===== src/hdl/blcr_pkg.sv =====
// Shared types and constants of the line rasterizer.
`default_nettype none
package blcr_pkg;
  localparam int MAX_DIM_DEF    = 2048;
  localparam int COORD_BITS_DEF = 13;
  localparam int COLOR_BITS_DEF = 8;
  localparam int DIM_BITS       = 12;
  localparam int INDEX_BITS     = 22;
  localparam int CFG_IDX_BITS   = 2;
  localparam logic [DIM_BITS-1:0] WIDTH_RESET  = 12'd640;
  localparam logic [DIM_BITS-1:0] HEIGHT_RESET = 12'd480;

  typedef enum logic [CFG_IDX_BITS-1:0] {
    REG_FRAME_WIDTH  = 2'd0,
    REG_FRAME_HEIGHT = 2'd1
  } cfg_reg_t;

  typedef enum logic [1:0] {
    S_IDLE,
    S_CALC,
    S_DIV,
    S_HOLD
  } state_t;

  typedef struct packed {
    logic start;
    logic step;
    logic calc;
    logic div_step;
    logic load_out;
  } cmd_t;

  typedef struct packed {
    logic line_active;
    logic div_last;
  } sts_t;
endpackage
`default_nettype wire


===== src/hdl/blcr_cfg_if.sv =====
// Configuration write channel.
`default_nettype none
interface blcr_cfg_if;
  logic                                valid;
  logic                                ready;
  logic [blcr_pkg::CFG_IDX_BITS-1:0]   index;
  logic [blcr_pkg::DIM_BITS-1:0]       data;
  modport source (output valid, index, data, input ready);
  modport sink (input valid, index, data, output ready);
endinterface
`default_nettype wire


===== src/hdl/blcr_pix_in_if.sv =====
// Line request channel.
`default_nettype none
interface blcr_pix_in_if #(
  parameter int COORD_BITS = blcr_pkg::COORD_BITS_DEF,
  parameter int COLOR_BITS = blcr_pkg::COLOR_BITS_DEF
);
  logic                         valid;
  logic                         ready;
  logic                         func;
  logic signed [COORD_BITS-1:0] start_x;
  logic signed [COORD_BITS-1:0] start_y;
  logic signed [COORD_BITS-1:0] end_x;
  logic signed [COORD_BITS-1:0] end_y;
  logic [COLOR_BITS-1:0]        start_red;
  logic [COLOR_BITS-1:0]        start_green;
  logic [COLOR_BITS-1:0]        start_blue;
  logic [COLOR_BITS-1:0]        end_red;
  logic [COLOR_BITS-1:0]        end_green;
  logic [COLOR_BITS-1:0]        end_blue;
  modport source (output valid, func, start_x, start_y, end_x, end_y, start_red,
                  start_green, start_blue, end_red, end_green, end_blue, input ready);
  modport sink (input valid, func, start_x, start_y, end_x, end_y, start_red,
                start_green, start_blue, end_red, end_green, end_blue, output ready);
endinterface
`default_nettype wire


===== src/hdl/blcr_pix_out_if.sv =====
// Pixel result channel.
`default_nettype none
interface blcr_pix_out_if #(
  parameter int COORD_BITS = blcr_pkg::COORD_BITS_DEF,
  parameter int COLOR_BITS = blcr_pkg::COLOR_BITS_DEF
);
  logic                              valid;
  logic                              ready;
  logic signed [COORD_BITS-1:0]      pixel_x;
  logic signed [COORD_BITS-1:0]      pixel_y;
  logic [blcr_pkg::INDEX_BITS-1:0]   pixel_index;
  logic                              inside_res;
  logic [COLOR_BITS-1:0]             red;
  logic [COLOR_BITS-1:0]             green;
  logic [COLOR_BITS-1:0]             blue;
  logic                              last;
  modport source (output valid, pixel_x, pixel_y, pixel_index, inside_res, red, green,
                  blue, last, input ready);
  modport sink (input valid, pixel_x, pixel_y, pixel_index, inside_res, red, green,
                blue, last, output ready);
endinterface
`default_nettype wire


===== src/hdl/bresenham_line_color_rasterizer.sv =====
// Top level of the Bresenham line rasterizer with color interpolation.
// A request runs through the states CALC, DIV and HOLD, and no new request is
//   accepted until the controller is back in IDLE. The divider is a restoring one
//   that produces one quotient bit per cycle in each of the three color channels.
// A step request with no active line is accepted in IDLE and gives no pixel.
// Reset (synchronous, rst high): no line active, result empty, frame 640 x 480.
`default_nettype none
module bresenham_line_color_rasterizer #(
  parameter int MAX_DIM    = blcr_pkg::MAX_DIM_DEF,
  parameter int COORD_BITS = blcr_pkg::COORD_BITS_DEF,
  parameter int COLOR_BITS = blcr_pkg::COLOR_BITS_DEF
) (
  input wire logic      clk,
  input wire logic      rst,
  blcr_cfg_if.sink      cfg,
  blcr_pix_in_if.sink   pix_in,
  blcr_pix_out_if.source pix_out
);
  blcr_pkg::cmd_t cmd;
  blcr_pkg::sts_t sts;
  logic [3*COLOR_BITS-1:0] rgb;

  // Configuration writes are always taken.
  assign cfg.ready = 1'b1;

  // Controller: accept requests, sequence the divider, own the result valid.
  blcr_ctrl u_ctrl (
    .clk       (clk),
    .rst       (rst),
    .in_valid  (pix_in.valid),
    .in_func   (pix_in.func),
    .in_ready  (pix_in.ready),
    .out_valid (pix_out.valid),
    .out_ready (pix_out.ready),
    .sts       (sts),
    .cmd       (cmd)
  );

  // Datapath: line state, clip and index, color divide, result register.
  blcr_datapath #(
    .MAX_DIM    (MAX_DIM),
    .COORD_BITS (COORD_BITS),
    .COLOR_BITS (COLOR_BITS)
  ) u_dp (
    .clk         (clk),
    .rst         (rst),
    .cmd         (cmd),
    .sts         (sts),
    .cfg_we      (cfg.valid),
    .cfg_index   (cfg.index),
    .cfg_data    (cfg.data),
    .start_x     (pix_in.start_x),
    .start_y     (pix_in.start_y),
    .end_x       (pix_in.end_x),
    .end_y       (pix_in.end_y),
    .start_rgb   ({pix_in.start_blue, pix_in.start_green, pix_in.start_red}),
    .end_rgb     ({pix_in.end_blue, pix_in.end_green, pix_in.end_red}),
    .pixel_x     (pix_out.pixel_x),
    .pixel_y     (pix_out.pixel_y),
    .pixel_index (pix_out.pixel_index),
    .inside_res  (pix_out.inside_res),
    .rgb         (rgb),
    .last        (pix_out.last)
  );

  // Unpack the color lanes: red in the low lane.
  assign pix_out.red   = rgb[0 +: COLOR_BITS];
  assign pix_out.green = rgb[COLOR_BITS +: COLOR_BITS];
  assign pix_out.blue  = rgb[2*COLOR_BITS +: COLOR_BITS];
endmodule
`default_nettype wire


===== src/hdl/blcr_ctrl.sv =====
// Sequencer of the rasterizer: request intake, divide loop, result register.
`default_nettype none
module blcr_ctrl (
  input  wire logic            clk,
  input  wire logic            rst,
  input  wire logic            in_valid,
  input  wire logic            in_func,
  output logic                 in_ready,
  output logic                 out_valid,
  input  wire logic            out_ready,
  input  wire blcr_pkg::sts_t  sts,
  output blcr_pkg::cmd_t       cmd
);
  blcr_pkg::state_t state, state_next;
  logic out_valid_next;

  always_ff @(posedge clk) begin
    if (rst) begin
      state     <= blcr_pkg::S_IDLE;
      out_valid <= 1'b0;
    end else begin
      state     <= state_next;
      out_valid <= out_valid_next;
    end
  end

  always_comb begin
    state_next = state;
    cmd        = '0;
    in_ready   = 1'b0;
    unique case (state)
      blcr_pkg::S_IDLE: begin
        in_ready = 1'b1;
        if (in_valid) begin
          if (in_func) begin
            cmd.start  = 1'b1;
            state_next = blcr_pkg::S_CALC;
          end else if (sts.line_active) begin
            cmd.step   = 1'b1;
            state_next = blcr_pkg::S_CALC;
          end
        end
      end
      blcr_pkg::S_CALC: begin
        cmd.calc   = 1'b1;
        state_next = blcr_pkg::S_DIV;
      end
      blcr_pkg::S_DIV: begin
        cmd.div_step = 1'b1;
        if (sts.div_last) state_next = blcr_pkg::S_HOLD;
      end
      blcr_pkg::S_HOLD: begin
        // wait for the result register to free up
        if (!out_valid || out_ready) begin
          cmd.load_out = 1'b1;
          state_next   = blcr_pkg::S_IDLE;
        end
      end
      default: state_next = blcr_pkg::S_IDLE;
    endcase
  end

  always_comb begin
    out_valid_next = out_valid;
    if (cmd.load_out) out_valid_next = 1'b1;
    else if (out_ready) out_valid_next = 1'b0;
  end
endmodule
`default_nettype wire


===== src/hdl/blcr_datapath.sv =====
// Line stepper, pixel address, color divider and result register.
`default_nettype none
module blcr_datapath #(
  parameter int MAX_DIM    = blcr_pkg::MAX_DIM_DEF,
  parameter int COORD_BITS = blcr_pkg::COORD_BITS_DEF,
  parameter int COLOR_BITS = blcr_pkg::COLOR_BITS_DEF
) (
  input  wire logic                                clk,
  input  wire logic                                rst,
  input  wire blcr_pkg::cmd_t                      cmd,
  output blcr_pkg::sts_t                           sts,
  input  wire logic                                cfg_we,
  input  wire logic [blcr_pkg::CFG_IDX_BITS-1:0]   cfg_index,
  input  wire logic [blcr_pkg::DIM_BITS-1:0]       cfg_data,
  input  wire logic signed [COORD_BITS-1:0]        start_x,
  input  wire logic signed [COORD_BITS-1:0]        start_y,
  input  wire logic signed [COORD_BITS-1:0]        end_x,
  input  wire logic signed [COORD_BITS-1:0]        end_y,
  input  wire logic [3*COLOR_BITS-1:0]             start_rgb,
  input  wire logic [3*COLOR_BITS-1:0]             end_rgb,
  output logic signed [COORD_BITS-1:0]             pixel_x,
  output logic signed [COORD_BITS-1:0]             pixel_y,
  output logic [blcr_pkg::INDEX_BITS-1:0]          pixel_index,
  output logic                                     inside_res,
  output logic [3*COLOR_BITS-1:0]                  rgb,
  output logic                                     last
);
  localparam int DW     = COORD_BITS + 1;
  localparam int ERR_W  = COORD_BITS + 3;
  localparam int NUM_W  = COLOR_BITS + COORD_BITS;
  localparam int BC_W   = $clog2(COLOR_BITS);
  localparam int EW     = blcr_pkg::DIM_BITS + 1;
  localparam int CMP_W  = (COORD_BITS > EW) ? COORD_BITS : EW;
  localparam int PROD_W = 2 * CMP_W;
  localparam logic [EW-1:0] MAX_DIM_V = EW'(MAX_DIM);

  logic [blcr_pkg::DIM_BITS-1:0] frame_width, frame_height;
  logic                          line_active, major_is_x, minor_down;
  logic signed [COORD_BITS-1:0]  major_pos, minor_pos;
  logic [COORD_BITS-1:0]         step_i, line_len;
  logic signed [ERR_W-1:0]       error_term, inc_no_step, inc_with_step;
  logic [COLOR_BITS-1:0]         color_from [3];
  logic [COLOR_BITS-1:0]         color_to [3];

  logic signed [COORD_BITS-1:0]  calc_x, calc_y;
  logic                          calc_inside, calc_last, sel_from, sel_to;
  logic [blcr_pkg::INDEX_BITS-1:0] calc_index;
  logic [NUM_W-1:0]              rem [3];
  logic [COLOR_BITS-1:0]         quot [3];
  logic [BC_W-1:0]               bit_cnt;

  // start decode
  logic signed [DW-1:0] x0, y0, x1, y1, adx, ady, a0, b0, a1, b1, sa0, sb0, sa1, sb1;
  logic signed [DW-1:0] d_s, e_s, e_abs;
  logic                 mx, swap;
  always_comb begin
    x0  = DW'(start_x);
    y0  = DW'(start_y);
    x1  = DW'(end_x);
    y1  = DW'(end_y);
    adx = (x1 > x0) ? x1 - x0 : x0 - x1;
    ady = (y1 > y0) ? y1 - y0 : y0 - y1;
    mx  = adx > ady;
    a0  = mx ? x0 : y0;
    b0  = mx ? y0 : x0;
    a1  = mx ? x1 : y1;
    b1  = mx ? y1 : x1;
    swap = a0 > a1;
    sa0 = swap ? a1 : a0;
    sb0 = swap ? b1 : b0;
    sa1 = swap ? a0 : a1;
    sb1 = swap ? b0 : b1;
    d_s = sa1 - sa0;
    e_s = sb1 - sb0;
    e_abs = e_s[DW-1] ? -e_s : e_s;
  end

  logic [COORD_BITS-1:0] step_i_inc;
  assign step_i_inc = step_i + COORD_BITS'(1);

  always_ff @(posedge clk) begin
    if (rst) begin
      frame_width  <= blcr_pkg::WIDTH_RESET;
      frame_height <= blcr_pkg::HEIGHT_RESET;
      line_active  <= 1'b0;
    end else begin
      if (cfg_we) begin
        unique case (cfg_index)
          blcr_pkg::REG_FRAME_WIDTH:  frame_width  <= cfg_data;
          blcr_pkg::REG_FRAME_HEIGHT: frame_height <= cfg_data;
          default: ;
        endcase
      end
      if (cmd.start) line_active <= d_s != '0;
      else if (cmd.step) line_active <= step_i_inc < line_len;
    end
  end

  always_ff @(posedge clk) begin
    if (cmd.start) begin
      major_is_x    <= mx;
      major_pos     <= COORD_BITS'(sa0);
      minor_pos     <= COORD_BITS'(sb0);
      step_i        <= '0;
      line_len      <= COORD_BITS'(d_s);
      minor_down    <= e_s[DW-1];
      error_term    <= (ERR_W'(e_abs) <<< 1) - ERR_W'(d_s);
      inc_no_step   <= ERR_W'(e_abs) <<< 1;
      inc_with_step <= (ERR_W'(e_abs) <<< 1) - (ERR_W'(d_s) <<< 1);
      for (int k = 0; k < 3; k++) begin
        color_from[k] <= swap ? end_rgb[k*COLOR_BITS +: COLOR_BITS]
                              : start_rgb[k*COLOR_BITS +: COLOR_BITS];
        color_to[k]   <= swap ? start_rgb[k*COLOR_BITS +: COLOR_BITS]
                              : end_rgb[k*COLOR_BITS +: COLOR_BITS];
      end
    end else if (cmd.step) begin
      major_pos <= major_pos + COORD_BITS'(1);
      step_i    <= step_i_inc;
      if (error_term[ERR_W-1]) begin
        error_term <= error_term + inc_no_step;
      end else begin
        error_term <= error_term + inc_with_step;
        minor_pos  <= minor_down ? minor_pos - COORD_BITS'(1) : minor_pos + COORD_BITS'(1);
      end
    end
  end

  // pixel address and clip
  logic signed [COORD_BITS-1:0] px, py;
  logic [EW-1:0]     w_eff, h_eff;
  logic [CMP_W-1:0]  xu, yu, wu, hu;
  logic [PROD_W-1:0] idx_full;
  logic              inside_c;
  always_comb begin
    px = major_is_x ? major_pos : minor_pos;
    py = major_is_x ? minor_pos : major_pos;
    w_eff = (EW'(frame_width) > MAX_DIM_V) ? MAX_DIM_V : EW'(frame_width);
    h_eff = (EW'(frame_height) > MAX_DIM_V) ? MAX_DIM_V : EW'(frame_height);
    xu = CMP_W'($unsigned(px));
    yu = CMP_W'($unsigned(py));
    wu = CMP_W'(w_eff);
    hu = CMP_W'(h_eff);
    inside_c = !px[COORD_BITS-1] && !py[COORD_BITS-1] && (xu < wu) && (yu < hu);
    idx_full = PROD_W'(yu) * PROD_W'(wu) + PROD_W'(xu);
  end

  logic [NUM_W-1:0] divisor;
  assign divisor = NUM_W'(line_len) << bit_cnt;

  always_ff @(posedge clk) begin
    if (cmd.calc) begin
      calc_x      <= px;
      calc_y      <= py;
      calc_inside <= inside_c;
      calc_index  <= inside_c ? idx_full[blcr_pkg::INDEX_BITS-1:0] : '0;
      calc_last   <= step_i >= line_len;
      sel_from    <= (line_len == '0) || (step_i == '0);
      sel_to      <= step_i >= line_len;
      bit_cnt     <= BC_W'(COLOR_BITS - 1);
      for (int k = 0; k < 3; k++) begin
        rem[k]  <= NUM_W'(color_from[k]) * NUM_W'(line_len - step_i)
                 + NUM_W'(color_to[k]) * NUM_W'(step_i);
        quot[k] <= '0;
      end
    end else if (cmd.div_step) begin
      bit_cnt <= bit_cnt - BC_W'(1);
      for (int k = 0; k < 3; k++) begin
        if (rem[k] >= divisor) begin
          rem[k]           <= rem[k] - divisor;
          quot[k][bit_cnt] <= 1'b1;
        end
      end
    end
  end

  always_ff @(posedge clk) begin
    if (cmd.load_out) begin
      pixel_x     <= calc_x;
      pixel_y     <= calc_y;
      pixel_index <= calc_index;
      inside_res  <= calc_inside;
      last        <= calc_last;
      for (int k = 0; k < 3; k++) begin
        rgb[k*COLOR_BITS +: COLOR_BITS] <= sel_from ? color_from[k] :
                                           sel_to   ? color_to[k] : quot[k];
      end
    end
  end

  assign sts.line_active = line_active;
  assign sts.div_last    = bit_cnt == '0;
endmodule
`default_nettype wire


===== src/flat_wrapper.sv =====
// flat-port wrapper written by rule: the top's interface ports become plain ports
module bresenham_line_color_rasterizer_flat 
#(
  parameter int MAX_DIM    = blcr_pkg::MAX_DIM_DEF,
  parameter int COORD_BITS = blcr_pkg::COORD_BITS_DEF,
  parameter int COLOR_BITS = blcr_pkg::COLOR_BITS_DEF
)
  (clk, rst, cfg_valid, cfg_index, cfg_data, cfg_ready, pix_in_valid, pix_in_func, pix_in_start_x, pix_in_start_y, pix_in_end_x, pix_in_end_y, pix_in_start_red, pix_in_start_green, pix_in_start_blue, pix_in_end_red, pix_in_end_green, pix_in_end_blue, pix_in_ready, pix_out_valid, pix_out_pixel_x, pix_out_pixel_y, pix_out_pixel_index, pix_out_inside_res, pix_out_red, pix_out_green, pix_out_blue, pix_out_last, pix_out_ready);
  blcr_cfg_if cfg_i ();
  blcr_pix_in_if #(.COORD_BITS(COORD_BITS), .COLOR_BITS(COLOR_BITS)) pix_in_i ();
  blcr_pix_out_if #(.COORD_BITS(COORD_BITS), .COLOR_BITS(COLOR_BITS)) pix_out_i ();
  input wire logic clk;
  input wire logic rst;
  input wire logic [$bits(cfg_i.valid)-1:0] cfg_valid;
  input wire logic [$bits(cfg_i.index)-1:0] cfg_index;
  input wire logic [$bits(cfg_i.data)-1:0] cfg_data;
  output wire logic [$bits(cfg_i.ready)-1:0] cfg_ready;
  input wire logic [$bits(pix_in_i.valid)-1:0] pix_in_valid;
  input wire logic [$bits(pix_in_i.func)-1:0] pix_in_func;
  input wire logic [$bits(pix_in_i.start_x)-1:0] pix_in_start_x;
  input wire logic [$bits(pix_in_i.start_y)-1:0] pix_in_start_y;
  input wire logic [$bits(pix_in_i.end_x)-1:0] pix_in_end_x;
  input wire logic [$bits(pix_in_i.end_y)-1:0] pix_in_end_y;
  input wire logic [$bits(pix_in_i.start_red)-1:0] pix_in_start_red;
  input wire logic [$bits(pix_in_i.start_green)-1:0] pix_in_start_green;
  input wire logic [$bits(pix_in_i.start_blue)-1:0] pix_in_start_blue;
  input wire logic [$bits(pix_in_i.end_red)-1:0] pix_in_end_red;
  input wire logic [$bits(pix_in_i.end_green)-1:0] pix_in_end_green;
  input wire logic [$bits(pix_in_i.end_blue)-1:0] pix_in_end_blue;
  output wire logic [$bits(pix_in_i.ready)-1:0] pix_in_ready;
  output wire logic [$bits(pix_out_i.valid)-1:0] pix_out_valid;
  output wire logic [$bits(pix_out_i.pixel_x)-1:0] pix_out_pixel_x;
  output wire logic [$bits(pix_out_i.pixel_y)-1:0] pix_out_pixel_y;
  output wire logic [$bits(pix_out_i.pixel_index)-1:0] pix_out_pixel_index;
  output wire logic [$bits(pix_out_i.inside_res)-1:0] pix_out_inside_res;
  output wire logic [$bits(pix_out_i.red)-1:0] pix_out_red;
  output wire logic [$bits(pix_out_i.green)-1:0] pix_out_green;
  output wire logic [$bits(pix_out_i.blue)-1:0] pix_out_blue;
  output wire logic [$bits(pix_out_i.last)-1:0] pix_out_last;
  input wire logic [$bits(pix_out_i.ready)-1:0] pix_out_ready;
  assign cfg_i.valid = cfg_valid;
  assign cfg_i.index = cfg_index;
  assign cfg_i.data = cfg_data;
  assign cfg_ready = cfg_i.ready;
  assign pix_in_i.valid = pix_in_valid;
  assign pix_in_i.func = pix_in_func;
  assign pix_in_i.start_x = pix_in_start_x;
  assign pix_in_i.start_y = pix_in_start_y;
  assign pix_in_i.end_x = pix_in_end_x;
  assign pix_in_i.end_y = pix_in_end_y;
  assign pix_in_i.start_red = pix_in_start_red;
  assign pix_in_i.start_green = pix_in_start_green;
  assign pix_in_i.start_blue = pix_in_start_blue;
  assign pix_in_i.end_red = pix_in_end_red;
  assign pix_in_i.end_green = pix_in_end_green;
  assign pix_in_i.end_blue = pix_in_end_blue;
  assign pix_in_ready = pix_in_i.ready;
  assign pix_out_valid = pix_out_i.valid;
  assign pix_out_pixel_x = pix_out_i.pixel_x;
  assign pix_out_pixel_y = pix_out_i.pixel_y;
  assign pix_out_pixel_index = pix_out_i.pixel_index;
  assign pix_out_inside_res = pix_out_i.inside_res;
  assign pix_out_red = pix_out_i.red;
  assign pix_out_green = pix_out_i.green;
  assign pix_out_blue = pix_out_i.blue;
  assign pix_out_last = pix_out_i.last;
  assign pix_out_i.ready = pix_out_ready;
  bresenham_line_color_rasterizer #(.MAX_DIM(MAX_DIM), .COORD_BITS(COORD_BITS), .COLOR_BITS(COLOR_BITS)) u_core (.clk(clk), .rst(rst), .cfg(cfg_i), .pix_in(pix_in_i), .pix_out(pix_out_i));
endmodule

===== config.mk =====
export PLATFORM = sky130hd
export DESIGN_NAME = bresenham_line_color_rasterizer_flat
export DESIGN_NICKNAME = d
export VERILOG_FILES = /design/src/hdl/blcr_pkg.sv /design/src/hdl/blcr_cfg_if.sv /design/src/hdl/blcr_pix_in_if.sv /design/src/hdl/blcr_pix_out_if.sv /design/src/hdl/bresenham_line_color_rasterizer.sv /design/src/hdl/blcr_ctrl.sv /design/src/hdl/blcr_datapath.sv /design/src/flat_wrapper.sv
export SDC_FILE = /design/constraint.sdc
export NUM_CORES = 2
export LEC_CHECK = 0
export BUFFER_PORTS_ARGS = -buffer_cell sky130_fd_sc_hd__buf_2
export CAP_MARGIN = 20
export CELL_PAD_IN_SITES_DETAIL_PLACEMENT = 1
export CELL_PAD_IN_SITES_GLOBAL_PLACEMENT = 1
export CORE_ASPECT_RATIO = 1.4
export CORE_MARGIN = 10
export CORE_UTILIZATION = 45
export CTS_CLUSTER_DIAMETER = 120
export DETAILED_ROUTE_END_ITERATION = 8
export HOLD_SLACK_MARGIN = 0.06
export PLACE_DENSITY = 0.76
export SLEW_MARGIN = 20
export SYNTH_ARGS = -nofsm -noshare
export SYNTH_HDL_FRONTEND = slang
export SYNTH_SLANG_ARGS = --single-unit

===== constraint.sdc =====
create_clock -name clk -period 22.7 [get_ports clk]
set_input_delay 2.27 -clock clk [delete_from_list [all_inputs] [get_ports clk]]
set_output_delay 2.27 -clock clk [all_outputs]
set_load 0.01 [all_outputs]

# --- Word-level counts from Yosys, hierarchy flattened ---
# Memory sizes are Yosys's and may differ from the RTL's.
# Index checks and enable logic that the tools add are counted.
classes:
  n_addsub: 24
  reduce_logical: 21
  eq_ne: 9
  multipliers: 7
  magnitude_cmp: 15
  n_bitwise: 27
  mux: 104
  shifts: 1
op_table:
  columns: ["operator", "count"]
  rows:
  - ["two-way mux 14 bit", 11]
  - ["two-way mux 8 bit", 15]
  - ["two-way mux 13 bit", 8]
  - ["subtractor 13 x 13 -> 14 bit", 5]
  - ["adder 21 bit", 3]
  - ["greater-or-equal comparator 21 bit", 3]
  - ["multiplier 8 x 13 -> 21 bit", 3]
  - ["two-way mux 21 bit", 3]
  - ["subtractor 21 bit", 3]
  - ["two-way mux 1 bit", 53]
  - ["two-way mux 16 bit", 3]
  - ["multiplier 8 x 21 -> 21 bit", 2]
  - ["> comparator 14 bit", 2]
  - ["subtractor 14 bit", 2]
  - ["OR 1 bit", 27]
  - ["adder 13 x 2 -> 13 bit, second input constant", 2]
  - ["> comparator 13 bit", 2]
  - ["logical NOT 13 bit", 2]
  - ["< comparator 13 x 12 -> 1 bit", 2]
  - ["> comparator 12 bit, second input constant", 2]
  - ["two-way mux 12 bit", 2]
  - ["adder 22 x 13 -> 22 bit", 1]
  - ["multiplier 13 x 12 -> 22 bit", 1]
  - ["multiplier 9 x 14 -> 21 bit", 1]
  - ["30 further kinds", 50]
totals:
  ram_bits: 135
  memories: 4
  output_inout_bits: 77
  reg_bits: 256
  elab_cells: 239
mem_list:
  columns: ["memory", "words", "word_bits", "read_ports", "rd_ports_with_merged_regs", "wr", "line", "source"]
  rows:
  - ["u_core.u_dp.rem", 3, 21, 3, 0, 3, "blcr_datapath.sv:48", "logic [NUM_W-1:0] rem [3];"]
  - ["u_core.u_dp.color_from", 3, 8, 3, 0, 3, "blcr_datapath.sv:42", "logic [COLOR_BITS-1:0] color_from [3];"]
  - ["u_core.u_dp.color_to", 3, 8, 3, 0, 3, "blcr_datapath.sv:43", "logic [COLOR_BITS-1:0] color_to [3];"]
  - ["u_core.u_dp.quot", 3, 8, 3, 0, 3, "blcr_datapath.sv:49", "logic [COLOR_BITS-1:0] quot [3];"]

# --- Longest topological paths before layout ---
logic_depth:
  word_depth: 11
  mapped_depth: 81
  depth_no_buf: 72

# --- Modules after synthesis ---
# From an unflattened synthesis, not the netlist that was laid out.
hier_totals:
  cells_unflattened: 5887
  area_unflattened_um2: 54473.5
by_module_without_submodules:
  columns: ["module", "cells_each", "area_per_inst_um2", "seq_area_each_um2", "instances"]
  rows:
  - ["blcr_datapath", 5860, 54225.8, 11180.7, 1]
  - ["blcr_ctrl", 25, 236.5, 60.1, 1]
  - ["bresenham_line_color_rasterizer", 2, 11.3, 0.0, 1]

# --- Worst setup path before layout ---
# Ideal clock, no wire load.
synth_timing:
  kind: "in2reg"
  startpoint: "input port pix_in_end_y[0]"
  endpoint: "register u_core.u_dp.inc_with_step[14], data pin"
  path_slack_ns: 6.252
  path_stages: 78
  t_required_ns: 22.440
  setup_time_ns: 0.260
  arrival_ns: 16.188
  n_path_buf: 10
  path_cell_list: "inv_1 > ha_1 > inv_1 > fa_1 > a21o_1 > a21o_1 > a21o_1 > a21o_1 > a21o_1 > a21oi_1 > o21bai_1 > a21o_1 > a21o_1 > a21o_1 > o21ai_0 > mux2_2 > a221oi_1 > o221ai_1 > [... 42 more ...] > o21ai_0 > ha_1 > nor2b_1 > o21ai_0 > nand2b_1 > and2_1 > o21ai_0 > nand2b_1 > and2_1 > o21ai_0 > nand2b_1 > a21o_1 > a21o_1 > a21o_1 > a21o_1 > a21o_1 > a21oi_1 > xnor2_1"
synth_between:
  elab_cells_between_ends: 19
  classes_between: "add/sub (6); order compare (3); mux (10)"
synth_lines:
  columns: ["item", "line", "source"]
  rows:
  - ["from (decl)", "flat_wrapper.sv:23", "input wire logic [$bits(pix_in_i.end_y)-1:0] pix_in_end_y;"]
  - ["subtractor 13 x 13 -> 14 bit or > comparator 13 bit (tied branches)", "blcr_datapath.sv:62", "ady = (y1 > y0) ? y1 - y0 : y0 - y1;"]
  - ["two-way mux 14 bit", "blcr_datapath.sv:62", null]
  - ["> comparator 14 bit", "blcr_datapath.sv:63", "mx = adx > ady;"]
  - ["two-way mux 14 bit (on tied branches)", "blcr_datapath.sv:64, blcr_datapath.sv:66", null]
  - ["> comparator 14 bit", "blcr_datapath.sv:68", "swap = a0 > a1;"]
  - ["two-way mux 14 bit (on tied branches)", "blcr_datapath.sv:72, blcr_datapath.sv:70", null]
  - ["subtractor 14 bit *", "blcr_datapath.sv:74", "e_s = sb1 - sb0;"]
  - ["named net u_core.u_dp.e_s[13]", "blcr_datapath.sv:54", "logic signed [DW-1:0] d_s, e_s, e_abs;"]
  - ["two-way mux 14 bit *", "blcr_datapath.sv:75", "e_abs = e_s[DW-1] ? -e_s : e_s;"]
  - ["named net u_core.u_dp.e_abs[1]", "blcr_datapath.sv:54", null]
  - ["subtractor 15 x 15 -> 16 bit *", "blcr_datapath.sv:109", "inc_with_step <= (ERR_W'(e_abs) <<< 1) - (ERR_W'(d_s) <<< 1);"]
  - ["to (signal assigned)", "blcr_datapath.sv:109", null]
  - ["to (decl)", "blcr_datapath.sv:41", "logic signed [ERR_W-1:0] error_term, inc_no_step, inc_with_step;"]
# Mark *: on every way through the listed nets, which the timed path passes. The rest lies on a longest branch.
# A chain may end at the register's enable or synchronous reset.

# --- Final worst setup path ---
layout_timing:
  startpoint: "input port pix_in_end_x[4]"
  endpoint: "register u_core.u_dp.error_term[12], data pin"
layout_between:
  elab_chain_cells: 11
  elab_cells_between_ends: 20
  classes_between: "add/sub (6); order compare (3); mux (11)"
layout_lines:
  columns: ["item", "line", "source"]
  rows:
  - ["from (decl)", "flat_wrapper.sv:22", "input wire logic [$bits(pix_in_i.end_x)-1:0] pix_in_end_x;"]
  - ["subtractor 13 x 13 -> 14 bit or > comparator 13 bit (tied branches)", "blcr_datapath.sv:61", "adx = (x1 > x0) ? x1 - x0 : x0 - x1;"]
  - ["two-way mux 14 bit", "blcr_datapath.sv:61", null]
  - ["> comparator 14 bit", "blcr_datapath.sv:63", null]
  - ["two-way mux 14 bit (on tied branches)", "blcr_datapath.sv:64, blcr_datapath.sv:66", null]
  - ["> comparator 14 bit", "blcr_datapath.sv:68", null]
  - ["two-way mux 14 bit (on tied branches)", "blcr_datapath.sv:72, blcr_datapath.sv:70", null]
  - ["subtractor 14 bit *", "blcr_datapath.sv:74", null]
  - ["negator 14 bit", "blcr_datapath.sv:75", null]
  - ["two-way mux 14 bit *", "blcr_datapath.sv:75", null]
  - ["named net u_core.u_dp.e_abs[1]", "blcr_datapath.sv:54", null]
  - ["subtractor 15 x 14 -> 16 bit *", "blcr_datapath.sv:107", "error_term <= (ERR_W'(e_abs) <<< 1) - ERR_W'(d_s);"]
  - ["two-way mux 16 bit *", "blcr_datapath.sv:100", "if (cmd.start) begin"]
  - ["to (signal assigned)", "blcr_datapath.sv:107", null]
  - ["to (signal assigned)", "blcr_datapath.sv:120", "error_term <= error_term + inc_no_step;"]
  - ["to (signal assigned)", "blcr_datapath.sv:122", "error_term <= error_term + inc_with_step;"]
  - ["to (decl)", "blcr_datapath.sv:41", null]
# Marked as above.

==> results.yml <==
synth:
  synth_ff_type: "edfxtp_1"
  syn-cell-area_um2: 54200
  synth_edf_count: 345
  synth-seq-area-share_pct: 20.8
  ys_seq_elements: 389
  synthCells: 6020
  ys_async_sr_fraction_pct: 0
  avgSynthCellArea_um2: 9.00
  yosysWarnings: 0
  syn-num-nets: 7329
  ys_types: 87
global_route:
  grt_pass1_wl_mm: 285
  grt_max_degree: 91
  grt_pass1_vias: 49400
  grt_antenna_before_repair: 9
  grt_util_all_layers_pct: 27.2
  grt-ovfl-total: 0
layout:
  layout_common_cells: "nand2_1, inv_1, fa_1"
  area_growth_syn_to_layout_pct: 7.93
  nFillCells: 14000
  final_common_cell: "nand2_1"
  nets: 7389
  final_layout_size_suffix_gt1_share_pct: 7.21
hold_path:
  hold_end: "u_core.u_dp.pixel_x[12]"
  min_delay_path_depth: 0
  hold_start: "u_core.u_dp.calc_x[12]"
  min_path_type: "register to register"
critical_path:
  slowest_delay_ns: 0.79
  arrival_ns: 18.57
  cp-end-kind: "register"
  r2r-start: "u_core.u_dp.step_i[1]"
  critPathRequiredTime_ns: 23.02
  reg2reg_depth: 36
  cp_top_family: "compound AO/OA/AOI/OAI gates"
  crit_fanout: 79
  critPathBufInv: 9
  crit_type: "input pin to register"
  cp_common_cell: "o21ai_0"
  crit_slowest_cell: "buf_4"
  startpoint: "pix_in_end_x[4]"
  startpoint_type: "input pin"
  reg2reg_to: "u_core.u_dp.rem[0][19]"
  ff2ff_setup_slack_ns: 12.18
placed_design:
  place_ws_ns: 4.01
  dpl.hpwl_mm: 146
  io_buffers: 195
  place_congestion: 0.959
drt:
  dr_total_vias: 43600
  vias_per_cell: 5.64
  wl_mm: 184
  wl_per_cell_um: 23.8
  first_pass_iters: 6
  drt_iter0_markers: 2165
  drc: 0
  antenna_left: 0
sta:
  worst_slew_pin_slew_ns: 1.13
  fmax_mhz: 54.8
  hold_ws_ns: 0.412
  slew_violations: 0
  setup_viol: 0
  fin_ws_ns: 4.45
  fin_crit_sh_pct: 80.4
  slew_headroom_pct: 22.4
  rsz0062_at_grt: "no"
  period_minus_slack_ns: 18.25
  worst_clock_skew_ns: 0.0573
  fin_tns_setup_ns: 0
  hold_viol: 0
clock_network:
  cts_tree: "built"
  clk_pin_slew_worst_paths_ns: 0.06
  hold_buffers: 0
  post_cts_buffers: 0
  root_buffer: "clkbuf_16"
  clk_latency_ns: 0.65
  ctsResizeCount: 0
  cts_buffers: 46
  cts_buffer_depth: 3
  cts_sinks: 389
  htree_levels: 2
run_status:
  run_status: "finished clean"
floorplanning:
  dieWidth_um: 313
  die_area_um2: 135000
  rows: 150
  start_util_pct: 45.3
  boundaryPins: 197
  die_h_um: 431
  coreArea_um2: 120000
run:
  maxCapViolations: 0
==> area by class of cell <==
class | count | area (um2) | share of cell area, %
Inverter | 954 | 3590 | 6.13
Tap cell | 1596 | 2000 | 3.42
Multi-Input combinational cell | 4417 | 38500 | 65.8
Clock buffer | 52 | 1180 | 2.02
Timing Repair Buffer | 272 | 1550 | 2.66
Clock inverter | 34 | 424 | 0.725
Sequential cell | 389 | 11200 | 19.2
Antenna cell | 10 | 25.0 | 0.0428
==> cell usage after synthesis, types with 31 or more instances <==
cell type,instances,area [um2]
and2_1,297,1860
dfxtp_1,44,881
nor2b_1,78,488
inv_1,946,3550
nand2b_1,50,313
nor2_1,276,1040
a21o_1,105,788
nand2_1,952,3570
fa_1,691,13800
ha_1,498,6230
xnor2_1,195,1710
mux2_2,35,394
o31ai_1,32,240
xor2_1,65,569
o21bai_1,53,398
mux2i_1,74,741
nor3_1,45,225
edfxtp_1,345,10400
o21ai_0,258,1290
clkbuf_1,237,890
nand3_1,52,260
and3_1,31,194
a21oi_1,286,1430
==> state kept, by name, indices dropped and copies added (netlist names), 3 cells and up <==
signal	count
u_core.u_dp.frame_width	12
u_core.u_dp.inc_no_step	14
u_core.u_dp.inc_with_step	15
u_core.u_dp.pixel_x	13
u_core.u_dp.minor_pos	13
u_core.u_dp.calc_index	22
u_core.u_dp.step_i	13
u_core.u_dp.pixel_index	22
u_core.u_dp.calc_y	13
u_core.u_dp.color_from	24
u_core.u_dp.major_pos	13
u_core.u_dp.calc_x	13
u_core.u_dp.color_to	24
u_core.u_dp.rem	63
u_core.u_dp.pixel_y	13
u_core.u_dp.quot	24
u_core.u_dp.frame_height	12
u_core.u_dp.rgb	24
u_core.u_dp.error_term	15
u_core.u_dp.bit_cnt	3
u_core.u_dp.line_len	13
==> per-stage QoR <==
stage,instances,cell area (um2),util [%]
detailed placement,7628,56800,47.5
CTS,7714,58400,48.9
finish,7724,58500,48.9
global route,7715,58400,48.9
global placement,7628,56800,47.5
floorplan,6020,54200,-
==> how the worst max path moves through the flow <==
| stage | cells after the start | endpoint | slack [ns] |
|---|---|---|---|
| after floorplan | 78 | u_core.u_dp.inc_with_step[14] | 6.25 |
| after global placement | 70 | u_core.u_dp.inc_with_step[14] | 4.26 |
| after detailed placement | 68 | u_core.u_dp.error_term[14] | 4.01 |
| after CTS | 68 | u_core.u_dp.error_term[14] | 4.62 |
| after global routing | 69 | u_core.u_dp.error_term[12] | 3.06 |
| final | 69 | u_core.u_dp.error_term[12] | 4.45 |
==> logic make-up (layout without fill, tap and decap cells) <==
| kind of cell | count (synthesis) | count (layout) | synth area share [%] |
|---|---|---|---|
| AND/OR/NAND/NOR | 1899 | 1899 | 16.2 |
| other | 1 | 11 | 0.00692 |
| buffers and inverters | 1214 | 1312 | 8.48 |
| multiplexers | 114 | 114 | 2.29 |
| adder cells (fa/ha/maj) | 1206 | 1206 | 37.4 |
| XOR/XNOR | 262 | 262 | 4.28 |
| AO/OA/AOI/OAI | 935 | 935 | 10.7 |
| flip-flops | 389 | 389 | 20.8 |
==> metal layers <==
layer	wire, um	vias up	track usage, %
met5	52	-	0
met4	13400	8	17.1
met3	7550	518	2.95
met2	96700	1184	50.7
met1	66200	22300	28.9
li1	-	19500	-
Power is left out: the tool's default activity adds up to more than one toggle a clock period on the data nets, which glitch-free logic cannot reach.
